==> config.mk <==
export PLATFORM = sky130hd
export DESIGN_NAME = slip_frame_decoder_core
export DESIGN_NICKNAME = d
export VERILOG_FILES = /design/src/hdl/sfd_pkg.sv /design/src/hdl/sfd_front.sv /design/src/hdl/sfd_queue.sv /design/src/hdl/sfd_back.sv /design/src/hdl/slip_frame_decoder_core.sv
export SDC_FILE = /design/constraint.sdc
export NUM_CORES = 1
export LEC_CHECK = 0
export ABC_AREA = 1
export BUFFER_PORTS_ARGS = -buffer_cell sky130_fd_sc_hd__buf_4
export CAP_MARGIN = 0
export CORE_MARGIN = 8
export CORE_UTILIZATION = 50
export DETAILED_ROUTE_END_ITERATION = 8
export GPL_TIMING_DRIVEN = 1
export PLACE_DENSITY_LB_ADDON = 0.12
export SLEW_MARGIN = 5
export SYNTH_ARGS = -nofsm -noshare
export SYNTH_HDL_FRONTEND = slang
export SYNTH_SLANG_ARGS = --single-unit
export TNS_END_PERCENT = 50
==> constraint.sdc <==
create_clock -name clk_i -period 6.3 [get_ports clk_i]
set_input_delay 0.315 -clock clk_i [delete_from_list [all_inputs] [get_ports clk_i]]
set_output_delay 0.315 -clock clk_i [all_outputs]
set_load 0.03 [all_outputs]
==> src/hdl/sfd_pkg.sv <==
package sfd_pkg;

  localparam int unsigned MaxFrame   = 1024;
  localparam int unsigned QueueDepth = 4;

  localparam logic [7:0]  ChEnd    = 8'hC0;
  localparam logic [7:0]  ChEsc    = 8'hDB;
  localparam logic [7:0]  ChEscEnd = 8'hDC;
  localparam logic [7:0]  ChEscEsc = 8'hDD;

  localparam logic [16:0] ElapsedMax  = 17'h1FFFF;
  localparam logic [10:0] MaxLenReset = 11'd1024;
  localparam logic [15:0] WaitMsReset = 16'd1000;

  typedef enum logic [2:0] {
    KIND_DATA     = 3'd0,
    KIND_END      = 3'd1,
    KIND_FRAMING  = 3'd2,
    KIND_BUFSHORT = 3'd3,
    KIND_TIMEOUT  = 3'd4
  } kind_e;

  typedef enum logic {
    REG_MAX_LEN = 1'b0,
    REG_WAIT_MS = 1'b1
  } reg_idx_e;

  typedef enum logic {
    FUNC_BYTE = 1'b0,
    FUNC_TICK = 1'b1
  } func_e;

  typedef struct packed {
    logic        two;
    kind_e       kind;
    logic [7:0]  data;
    logic [10:0] len;
  } sfd_entry_t;

endpackage

==> src/hdl/sfd_front.sv <==
module sfd_front import sfd_pkg::*; (
  input  logic        clk_i,
  input  logic        rst_ni,
  input  logic        accept_i,
  input  logic        func_i,
  input  logic [7:0]  rx_byte_i,
  input  logic        cfg_we_i,
  input  logic        cfg_idx_i,
  input  logic [15:0] cfg_wdata_i,
  output logic        push_o,
  output sfd_entry_t  entry_o
);

  logic [10:0] max_len_q, max_len_d;
  logic [15:0] wait_ms_q, wait_ms_d;
  logic        esc_q, esc_d;
  logic [10:0] count_q, count_d;
  logic [16:0] elapsed_q, elapsed_d;

  logic [10:0] limit;
  logic [10:0] cnt_inc;
  logic [16:0] el_inc;
  logic        store;
  logic [7:0]  store_byte;

  assign limit   = (max_len_q < MaxFrame[10:0]) ? max_len_q : MaxFrame[10:0];
  assign cnt_inc = count_q + 11'd1;
  assign el_inc  = (elapsed_q != ElapsedMax) ? elapsed_q + 17'd1 : elapsed_q;

  always_comb begin
    max_len_d = max_len_q;
    wait_ms_d = wait_ms_q;
    if (cfg_we_i) begin
      case (reg_idx_e'(cfg_idx_i))
        REG_MAX_LEN: max_len_d = cfg_wdata_i[10:0];
        REG_WAIT_MS: wait_ms_d = cfg_wdata_i;
        default: ;
      endcase
    end
  end

  always_comb begin
    esc_d      = esc_q;
    count_d    = count_q;
    elapsed_d  = elapsed_q;
    push_o     = 1'b0;
    entry_o    = '0;
    store      = 1'b0;
    store_byte = rx_byte_i;
    if (accept_i) begin
      if (func_e'(func_i) == FUNC_TICK) begin
        if (el_inc > {1'b0, wait_ms_q}) begin
          push_o       = 1'b1;
          entry_o.kind = KIND_TIMEOUT;
          esc_d        = 1'b0;
          count_d      = '0;
          elapsed_d    = '0;
        end else begin
          elapsed_d = el_inc;
        end
      end else if (esc_q) begin
        esc_d = 1'b0;
        if (rx_byte_i == ChEscEnd) begin
          store      = 1'b1;
          store_byte = ChEnd;
        end else if (rx_byte_i == ChEscEsc) begin
          store      = 1'b1;
          store_byte = ChEsc;
        end else begin
          push_o       = 1'b1;
          entry_o.kind = KIND_FRAMING;
          count_d      = '0;
          elapsed_d    = '0;
        end
      end else if (rx_byte_i == ChEnd) begin
        if (count_q != '0) begin
          push_o       = 1'b1;
          entry_o.kind = KIND_END;
          entry_o.len  = count_q;
          count_d      = '0;
          elapsed_d    = '0;
        end
      end else if (rx_byte_i == ChEsc) begin
        esc_d = 1'b1;
      end else begin
        store = 1'b1;
      end

      if (store) begin
        push_o       = 1'b1;
        entry_o.kind = KIND_DATA;
        entry_o.data = store_byte;
        if (cnt_inc >= limit) begin
          entry_o.two = 1'b1;
          esc_d       = 1'b0;
          count_d     = '0;
          elapsed_d   = '0;
        end else begin
          count_d = cnt_inc;
        end
      end
    end
  end

  always_ff @(posedge clk_i or negedge rst_ni) begin
    if (!rst_ni) begin
      max_len_q <= MaxLenReset;
      wait_ms_q <= WaitMsReset;
      esc_q     <= 1'b0;
      count_q   <= '0;
      elapsed_q <= '0;
    end else begin
      max_len_q <= max_len_d;
      wait_ms_q <= wait_ms_d;
      esc_q     <= esc_d;
      count_q   <= count_d;
      elapsed_q <= elapsed_d;
    end
  end

endmodule

==> src/hdl/sfd_queue.sv <==
module sfd_queue import sfd_pkg::*; (
  input  logic       clk_i,
  input  logic       rst_ni,
  input  logic       push_i,
  input  sfd_entry_t entry_i,
  output logic       full_o,
  input  logic       pop_i,
  output logic       empty_o,
  output sfd_entry_t entry_o
);

  localparam int unsigned PtrW = $clog2(QueueDepth);
  localparam int unsigned CntW = $clog2(QueueDepth + 1);

  sfd_entry_t mem_q [QueueDepth];

  logic [PtrW-1:0] wr_q, wr_d;
  logic [PtrW-1:0] rd_q, rd_d;
  logic [CntW-1:0] cnt_q, cnt_d;
  logic            do_push;
  logic            do_pop;

  assign full_o  = (cnt_q == CntW'(QueueDepth));
  assign empty_o = (cnt_q == '0);
  assign entry_o = mem_q[rd_q];
  assign do_push = push_i && !full_o;
  assign do_pop  = pop_i && !empty_o;

  always_comb begin
    wr_d  = wr_q;
    rd_d  = rd_q;
    cnt_d = cnt_q;
    if (do_push) begin
      wr_d = (wr_q == PtrW'(QueueDepth - 1)) ? '0 : wr_q + PtrW'(1);
    end
    if (do_pop) begin
      rd_d = (rd_q == PtrW'(QueueDepth - 1)) ? '0 : rd_q + PtrW'(1);
    end
    if (do_push && !do_pop) begin
      cnt_d = cnt_q + CntW'(1);
    end else if (do_pop && !do_push) begin
      cnt_d = cnt_q - CntW'(1);
    end
  end

  always_ff @(posedge clk_i) begin
    if (do_push) begin
      mem_q[wr_q] <= entry_i;
    end
  end

  always_ff @(posedge clk_i or negedge rst_ni) begin
    if (!rst_ni) begin
      wr_q  <= '0;
      rd_q  <= '0;
      cnt_q <= '0;
    end else begin
      wr_q  <= wr_d;
      rd_q  <= rd_d;
      cnt_q <= cnt_d;
    end
  end

endmodule

==> src/hdl/sfd_back.sv <==
module sfd_back import sfd_pkg::*; (
  input  logic        clk_i,
  input  logic        rst_ni,
  input  logic        q_empty_i,
  input  sfd_entry_t  q_entry_i,
  output logic        q_pop_o,
  output logic        empty,
  input  logic        pop,
  output logic [2:0]  kind_o,
  output logic [7:0]  payload_byte_o,
  output logic [10:0] frame_length_o,
  output logic        last_o
);

  logic        vld_q, vld_d;
  logic        pend_q, pend_d;
  kind_e       kind_q, kind_d;
  logic [7:0]  byte_q, byte_d;
  logic [10:0] len_q, len_d;
  logic        last_q, last_d;
  logic        take;

  assign take = !vld_q || pop;

  always_comb begin
    vld_d   = vld_q;
    pend_d  = pend_q;
    kind_d  = kind_q;
    byte_d  = byte_q;
    len_d   = len_q;
    last_d  = last_q;
    q_pop_o = 1'b0;
    if (take) begin
      if (pend_q) begin
        vld_d  = 1'b1;
        pend_d = 1'b0;
        kind_d = KIND_BUFSHORT;
        byte_d = '0;
        len_d  = '0;
        last_d = 1'b1;
      end else if (!q_empty_i) begin
        q_pop_o = 1'b1;
        vld_d   = 1'b1;
        pend_d  = q_entry_i.two;
        kind_d  = q_entry_i.kind;
        byte_d  = q_entry_i.data;
        len_d   = q_entry_i.len;
        last_d  = !q_entry_i.two;
      end else begin
        vld_d = 1'b0;
      end
    end
  end

  always_ff @(posedge clk_i or negedge rst_ni) begin
    if (!rst_ni) begin
      vld_q  <= 1'b0;
      pend_q <= 1'b0;
    end else begin
      vld_q  <= vld_d;
      pend_q <= pend_d;
    end
  end

  always_ff @(posedge clk_i) begin
    kind_q <= kind_d;
    byte_q <= byte_d;
    len_q  <= len_d;
    last_q <= last_d;
  end

  assign empty          = !vld_q;
  assign kind_o         = kind_q;
  assign payload_byte_o = byte_q;
  assign frame_length_o = len_q;
  assign last_o         = last_q;

endmodule

==> src/hdl/slip_frame_decoder_core.sv <==
// SLIP receive deframer with a per-frame millisecond timer.
// Input channel: push/full. Each transaction is either a received byte
// (func_i = 0, rx_byte_i) or a one-millisecond tick (func_i = 1). One
// transaction is taken per cycle while full is low.
// Result channel: empty/pop. Each result carries kind_o (data, frame end,
// framing error, buffer short, timeout), payload_byte_o, frame_length_o and
// last_o, which marks the final result of an input transaction. A stored
// byte that reaches the length limit yields two results, data then buffer
// short. A result passes the queue and the output register before it is
// visible. Throughput: one input per cycle while full is low, one result per
// cycle while pop is high; a four-entry queue between the decoder and the
// output register absorbs bursts and raises full only while it is filled.
// Configuration: cfg_we_i writes cfg_wdata_i into max_len (index 0) or
// wait_ms (index 1); write only while the block is idle.
// Reset clears frame state, the queue and the output, and restores
// max_len to 1024 and wait_ms to 1000. When the receiver stalls, the
// current result holds and the queue fills, then full rises.
module slip_frame_decoder_core import sfd_pkg::*; (
  input  logic        clk_i,
  input  logic        rst_ni,
  input  logic        push,
  output logic        full,
  input  logic        func_i,
  input  logic [7:0]  rx_byte_i,
  output logic        empty,
  input  logic        pop,
  output logic [2:0]  kind_o,
  output logic [7:0]  payload_byte_o,
  output logic [10:0] frame_length_o,
  output logic        last_o,
  input  logic        cfg_we_i,
  input  logic        cfg_idx_i,
  input  logic [15:0] cfg_wdata_i
);

  logic       accept;
  logic       f_push;
  sfd_entry_t f_entry;
  logic       q_empty;
  logic       q_pop;
  sfd_entry_t q_entry;

  assign accept = push && !full;

  sfd_front u_front (
    .clk_i       (clk_i),
    .rst_ni      (rst_ni),
    .accept_i    (accept),
    .func_i      (func_i),
    .rx_byte_i   (rx_byte_i),
    .cfg_we_i    (cfg_we_i),
    .cfg_idx_i   (cfg_idx_i),
    .cfg_wdata_i (cfg_wdata_i),
    .push_o      (f_push),
    .entry_o     (f_entry)
  );

  sfd_queue u_queue (
    .clk_i   (clk_i),
    .rst_ni  (rst_ni),
    .push_i  (f_push),
    .entry_i (f_entry),
    .full_o  (full),
    .pop_i   (q_pop),
    .empty_o (q_empty),
    .entry_o (q_entry)
  );

  sfd_back u_back (
    .clk_i          (clk_i),
    .rst_ni         (rst_ni),
    .q_empty_i      (q_empty),
    .q_entry_i      (q_entry),
    .q_pop_o        (q_pop),
    .empty          (empty),
    .pop            (pop),
    .kind_o         (kind_o),
    .payload_byte_o (payload_byte_o),
    .frame_length_o (frame_length_o),
    .last_o         (last_o)
  );

endmodule

==> results of run 1 <==
==> area by class of cell <==
type / instances / share of cell area
clock buffer: 19 / 0.0424
timing repair buffer: 64 / 0.0471
multi-input combinational: 653 / 0.334
sequential: 180 / 0.499
clock inverter: 13 / 0.0168
inverter: 89 / 0.0327
tap: 229 / 0.0281
==> critical path, delay by kind of cell (launching register included) <==
family / cells / cell delay (ns)
fa+ha+maj: 4 / 1.24
buf+inv: 2 / 0.22
flops: 1 / 0.46
mux: 1 / 0.27
simple gates: 12 / 1.99
==> registers in the layout, summed over array words and instances (netlist names) <==
register,cells
u_front.max_len_q,11
u_queue.wr_q,2
u_back.frame_length_o,11
u_back.pend_q,1
u_queue.cnt_q,3
u_back.payload_byte_o,8
u_front.count_q,11
u_back.vld_q,1
u_front.wait_ms_q,16
u_back.kind_o,3
u_queue.rd_q,2
u_front.esc_q,1
u_queue.mem_q,92
u_back.last_o,1
u_front.elapsed_q,17
==> synth_stat cells <==
cell       instances  area, sq um
a21o_1             1         7.51
nor2_4             2         22.5
nand2_4            3         33.8
o21bai_1           2         15.0
inv_1             85          319
inv_2              2         7.51
nor3_4             1         16.3
o21a_1             2         15.0
and3_1             1         6.26
o21ai_0           76          380
o31ai_1            1         7.51
mux2_2             1         11.3
nor2_1           144          541
nand2_1          198          743
xor2_1            16          140
edfxtp_1         115         3450
a31oi_1            1         6.26
clkinv_1           2         7.51
a21oi_1           39          195
dfrtp_1           58         1450
nor2_2             3         18.8
ha_1              36          450
dfstp_2            7          184
o21ai_2           13          114
fa_1               1         20.0
nor3_1            20          100
clkbuf_1          25         93.8
o211ai_1           6         45.0
buf_6              3         33.8
o22ai_1            1         6.26
nand3_1           38          190
buf_1              3         11.3
buf_12             2         40.0
nand3b_1           1         7.51
buf_2              3         15.0
nand4_1           20          125
nand3_2            1         10.0
nand2_2           18          113
xnor2_1            3         26.3
or2_2              2         12.5
a2111oi_0          1         8.76
a21oi_2            1         8.76
buf_4              2         15.0
==> through the flow <==
stage	area [sq um]	power (W)	util	hold slack (ns)	std cells
3_3_place_gp	9600	0.00287	0.538	0.463	1215
2_1_floorplan	9030	0.00250	-	0.0194	960
5_1_grt	10200	0.00418	0.572	0.0432	1247
3_5_place_dp	9600	0.00288	0.538	0.474	1215
6_report	10200	0.00393	0.572	-0.0290	1247
4_1_cts	10200	0.00398	0.572	0.0116	1247
==> power breakdown <==
| part | switching, W | internal [W] | total [W] |
|---|---|---|---|
| clock | 0.000462 | 0.000632 | 0.00109 |
| combinational | 0.000803 | 0.000407 | 0.00121 |
| sequential | 0.000117 | 0.00151 | 0.00163 |
==> path summary, 6_finish.rpt <==
check	endpoint	slack (ns)	cells past startpoint
worst max-delay path	u_queue.cnt_q[1]	2.03	19
worst min-delay path	u_back.pend_q	-0.03	1
worst max register to register	u_queue.cnt_q[1]	2.03	19
worst min register to register	u_front.max_len_q[3]	0.49	2
max in group asynchronous	u_front.max_len_q[2]	5.72	1
min in group clk_i	u_front.wait_ms_q[13]	0.12	3
==> kinds of logic (layout without fill, tap and decap cells) <==
kind of cell,Yosys count,count (layout),share of synthesized area
AO/OA/AOI/OAI,144,144,0.0897
multiplexers,1,1,0.00125
adder cells (fa/ha/maj),37,37,0.0521
AND/OR/NAND/NOR,452,452,0.215
XOR/XNOR,19,19,0.0184
flip-flops,180,180,0.564
buffers and inverters,127,185,0.0601
==> metal layers <==
metal / track usage / part of all wire
met5: 0 / 0
met1: 0.230 / 0.45
met3: 0.0286 / 0.040
met4: 0.0645 / 0.015
met2: 0.307 / 0.49
==> impl_metrics.tcl, run 1 <==
set metrics [dict create \
    dr.pass1.iters 5 \
    postCtsSetupBuffers 0 \
    drive_gt1_frac 0.148 \
    diodes 0 \
    whs_ns -0.0290 \
    grt_pass1_vias 6210 \
    finalWeightedCongestion 0.889 \
    ys_warn_count 0 \
    multi_input_area_sq_mm 0.00341 \
    relSlewSlack 0.342 \
    core-area_sq_mm 0.0178 \
    grt_overflow 0 \
    syn_nets 1028 \
    synth.avg_cell_area_sq_um 9.40 \
    grt_first_pass_wirelength_um 31700 \
    slowest_stage "dfrtp_1" \
    cts.htree.levels 4 \
    power.density_mw_per_mm2 386 \
    worst_slack_ns 2.03 \
    violations "negative hold slack" \
    grt_max_degree 66 \
    crit_chain "ha_1 -> nand2_1 -> nor2_2 -> nand2_2 -> nor2_4 -> nand2_2 -> nand2_1 -> ha_1 -> nand2_1 -> nor3_1 -> nand4_1 -> nand2_4 -> nand2_4 -> nand2_4 -> inv_1 -> ha_1 -> inv_1 -> fa_1 -> mux2_2" \
    hold_path.class "in2async" \
    rsz0062_at_grt "no" \
    cts_buffer_depth 2 \
    grt_usage 0.181 \
    vdd_drop_max_uv 287 \
    synth_cell_types 43 \
    seq_area_frac_synth 0.564 \
    cts-buffers-inserted 17 \
    drv_slew 0 \
    layout_commonest_cell "nand2_1" \
    setup.worst_path.start "u_front.elapsed_q[0]" \
    dpl_worst_slack_ns 2.04 \
    syn_inst 960 \
    cap_violations 0 \
    io_pins 56 \
    hold_buffers 0 \
    start_util 0.506 \
    wl_per_cell_um 15.6 \
    ys_ff_latch 180 \
    insertion_delay_ns 0.43 \
    rows 49 \
    worstPathRequired_ns 6.61 \
    regArea_sq_mm 0.00509 \
    vias 6479 \
    worst-path-max-fanout 30 \
    vias_per_cell 5.20 \
    cts-root-buf "clkbuf_16" \
    layout_worst_path_cycle_share 0.679 \
    p_leak_nw 4.43 \
    die_width_um 150 \
    cts_tree "built" \
    tns_ns 0 \
    worst_ep_arrival_time_ns 4.59 \
    final_cell_mix "198 x nand2_1, 140 x nor2_1, 115 x edfxtp_1" \
    hold_viol 4 \
    tightest_slew_ns 0.987 \
    dp_hpwl_um 13000 \
    drt_iter0_markers 349 \
    areaGrowthSynthToFinish_pct 13.0 \
    cp-end-kind "flip-flop" \
    clk_pin_slew_worst_paths_ns 0.07 \
    dieArea_sq_mm 0.0226 \
    die_h_um 150 \
    outcome "finished, violations left" \
    worstReg2RegStart "u_front.elapsed_q[0]" \
    syn-cell-area_sq_mm 0.00903 \
    ant_nets 0 \
    start_kind "flip-flop" \
    ctsResizeCount 0 \
    crit_type "reg2reg" \
    io_buffers 55 \
    post-route-min-period_ns 4.27 \
    routed_wl_um 19400 \
    finClkSkew_ns 0.0120 \
    antenna_found_initial 0 \
    drc 0 \
    nFillCells 1610 \
    max_freq_mhz 234 \
    critical_path.max_stage_delay_ns 0.46 \
    setup_viol 0 \
    nNetsFinal 1073 \
    cts_num_sinks 180 \
]
Note: power is estimated with default switching activity, not from simulation.
==> run 2, diff against run 1 <==
Settings changed: ABC_AREA 1 to 0.
Clock period 6.3 ns to 3.54 ns, I/O delays scaled along.
==> run 2 against run 1 <==
The flow finishes with violations (negative setup slack). Fmax rose by 13%. Wire length shrank 4.6%. Via count decreased by 15%. Clock skew shrank 0.00075 ns. Hold slack gained 0.15 ns. Global-route usage decreased by 0.088 points. Sequential cell count unchanged. Setup slack got worse by 2.3 ns. Non-clock buffer count increased by 87. Synthesized area is 6.3% lower.
==> impl_metrics.tcl, run 2 <==
set metrics [dict create \
    synthTopCellsByArea "edfxtp_1 41%, dfrtp_1 17%, mux4_2 6.1%, ha_1 5.3%, mux2_2 4.4%" \
    grt_max_degree 66 \
    grt_pass1_vias 5703 \
    insertion_delay_ns 0.43 \
    p_sw_w 0.00245 \
    muxShareOfSynthArea 0.108 \
    die_width_um 146 \
    ant_nets 0 \
    syn-cell-area_sq_mm 0.00846 \
    clkPwrFrac 0.259 \
    synth_cell_types 55 \
    worst_slack_ns -0.254 \
    ys_ff_latch 180 \
    wl_met1_um 7910 \
    cts_num_sinks 180 \
    met3_length_um 803 \
    grt_first_pass_wirelength_um 30200 \
    hold_path.class "in2reg" \
    cp-end-kind "flip-flop" \
    diodes 0 \
    hold_depth 2 \
    cts.htree.levels 4 \
    top_layer_used "met4" \
    hold_end "u_queue.mem_q[0][16]" \
    cts-root-buf "clkbuf_16" \
    core-area_sq_mm 0.0166 \
    max_freq_mhz 264 \
    power.density_mw_per_mm2 709 \
    setup_viol 94 \
    synth_edf_count 115 \
    io_buffers 55 \
    grt_overflow 0 \
    wl_per_cell_um 18.6 \
    ys_warn_count 0 \
    setup.worst_path.start "u_front.elapsed_q[1]" \
    cap_violations 0 \
    rows 47 \
    synth-async-reset-ratio 0.361 \
    largest_reg_flops 92 \
    yosysTopAreaCellShare 0.408 \
    wl_met2_um 9640 \
    seq_area_frac_synth 0.602 \
    synth_xor_area_frac 0.0259 \
    drive_gt1_frac 0.339 \
    synth_compound_gate_area_share 0.0627 \
    synth.avg_cell_area_sq_um 13.7 \
    worstReg2RegStart "u_front.elapsed_q[1]" \
    cts_buffer_depth 2 \
    syn_nets 687 \
    grt_usage 0.180 \
    clk_pin_slew_worst_paths_ns 0.07 \
    post-route-min-period_ns 3.79 \
    syn_inst 619 \
    synth_adder_area_share 0.0556 \
    dp_hpwl_um 12200 \
    rsz0062_at_grt "yes" \
    routed_wl_um 18500 \
    vias_per_cell 5.54 \
    worst_ep_arrival_time_ns 4.14 \
    worstPathRequired_ns 3.89 \
    worst-path-max-fanout 5 \
    finalWeightedCongestion 0.831 \
    synth_top_family_by_area "simple AND/OR/NAND/NOR gates" \
    finClkSkew_ns 0.0113 \
    top_register "u_queue.mem_q" \
    violations "negative setup slack" \
    areaGrowthSynthToFinish_pct 27.5 \
    relSlewSlack 0.328 \
    synth_common_cells "115 x edfxtp_1, 58 x dfrtp_1, 37 x nand2_1, 36 x ha_1, 35 x nor2_1" \
    cts_tree "built" \
    vdd_drop_max_uv 391 \
    die_h_um 146 \
    r2r_slack_ns -0.25 \
    synth_most_common_cell "edfxtp_1" \
    start_kind "flip-flop" \
    switching_share 0.321 \
    largestRegisters "u_queue.mem_q (92), u_front.elapsed_q (17), u_front.wait_ms_q (16)" \
    cts-buffers-inserted 17 \
    dpl.cell_count 925 \
    pwr-share-comb 0.349 \
    hold_viol 0 \
    tns_ns -11.56 \
    layout_worst_path_cycle_share 1.07 \
    antenna_found_initial 0 \
    intPower_w 0.00519 \
    crit_type "reg2reg" \
    tightest_slew_ns 1.01 \
    dr.pass1.iters 5 \
    nNetsFinal 832 \
    min-delay-start "rx_byte_i[5]" \
    final_cell_mix "115 x buf_4, 115 x edfxtp_1, 58 x dfrtp_1" \
    outcome "finished, violations left" \
    p_leak_nw 4.44 \
    r2r_cells 19 \
    synth_ff_type "edfxtp_1" \
    start_util 0.510 \
    dieArea_sq_mm 0.0213 \
    synth-simple-area-share 0.117 \
    drv_slew 0 \
    drc 0 \
    io_pins 56 \
    drt_iter0_markers 348 \
    synth_top_cell_by_area "edfxtp_1" \
    p_seq_frac 0.392 \
    vias 5518 \
    r2r-end "u_queue.cnt_q[2]" \
    final_cells 996 \
]
==> run 2: changes by cell type in the layout (fill, tap and decap cells not counted), moves of 30 or more <==
cell | before | now
nor2_1 | 140 | 32
nand2_1 | 198 | 35
inv_1 | 85 | 31
a21oi_1 | 39 | 9
mux2_2 | 1 | 33
buf_4 | 64 | 115
o21ai_0 | 76 | 8
==> run 2: how the worst max path moves through the flow <==
stage / slack (ns) / to / cells after the start
finish: -0.25 / u_queue.cnt_q[2] / 19
floorplan: -0.19 / u_queue.mem_q[2][0] / 15
CTS: -0.26 / u_queue.cnt_q[2] / 19
detailed placement: -0.31 / u_queue.cnt_q[1] / 17
global placement: -0.15 / u_queue.cnt_q[1] / 17
global route: -0.53 / u_queue.cnt_q[1] / 17
==> run 2: repair_timing <==
action                     CTS  global route
gates cloned                 6             1
setup endpoints to repair  106           121
buffers inserted             9             7
pin swaps                   11             4
hold buffers                18             0
hold endpoints to repair    85             0
gates resized for setup     13            12
==> run 2: power groups by stage <==
stage                     combinational [W]  sequential [W]  clock, W
after global routing                0.00291         0.00306   0.00209
after CTS                           0.00264         0.00300   0.00201
after floorplan                     0.00144         0.00324         0
final                               0.00267         0.00300   0.00198
after detailed placement            0.00250         0.00305         0
after global placement              0.00245         0.00302         0
==> run 2: per-layer routing <==
metal / up-vias / global-route usage
li1: 2595 / -
met1: 2767 / 0.219
met2: 142 / 0.318
met3: 14 / 0.0358
met4: 0 / 0.0500
met5: - / 0
==> run 2: cells by family after synthesis <==
family | Yosys count
AO/OA/AOI/OAI | 72
buffers and inverters | 58
flip-flops | 180
XOR/XNOR | 25
adder cells (fa/ha/maj) | 37
multiplexers | 58
AND/OR/NAND/NOR | 189
==> run 2: final cells by class <==
class	count	area (sq um)
tap	220	275
clock inverter	14	194
multi-input combinational	381	3240
clock buffer	17	425
sequential	180	5090
timing repair buffer	151	1430
fill	1220	5800
inverter	33	124
==> run 2: stage by stage <==
stage               instance area (sq um)  total power (W)  utilization  worst slack [ns]  hold slack (ns)
global placement                     9580          0.00547        0.577            -0.153            0.332
finish                              10800          0.00765        0.650            -0.254            0.124
detailed placement                   9580          0.00554        0.577            -0.309            0.340
floorplan                            8540          0.00468            -            -0.192           -0.119
CTS                                 10600          0.00765        0.642            -0.257            0.111
global route                        10800          0.00805        0.650            -0.532            0.117
==> run 2: critical path: stages, from the launching register on <==
cell      delay [ns]
dfrtp_1         0.36
ha_2            0.19
and3_4          0.21
and2_4          0.17
a21boi_4        0.26
nand3_2         0.13
xnor2_2         0.16
ha_1            0.29
nand4_1         0.15
o221a_2         0.27
o211ai_1        0.23
a21oi_2         0.11
a21o_1          0.19
inv_2           0.08
ha_4            0.13
inv_2           0.03
fa_2            0.32
xor2_1          0.16
nor2_1          0.12
xor2_1          0.15
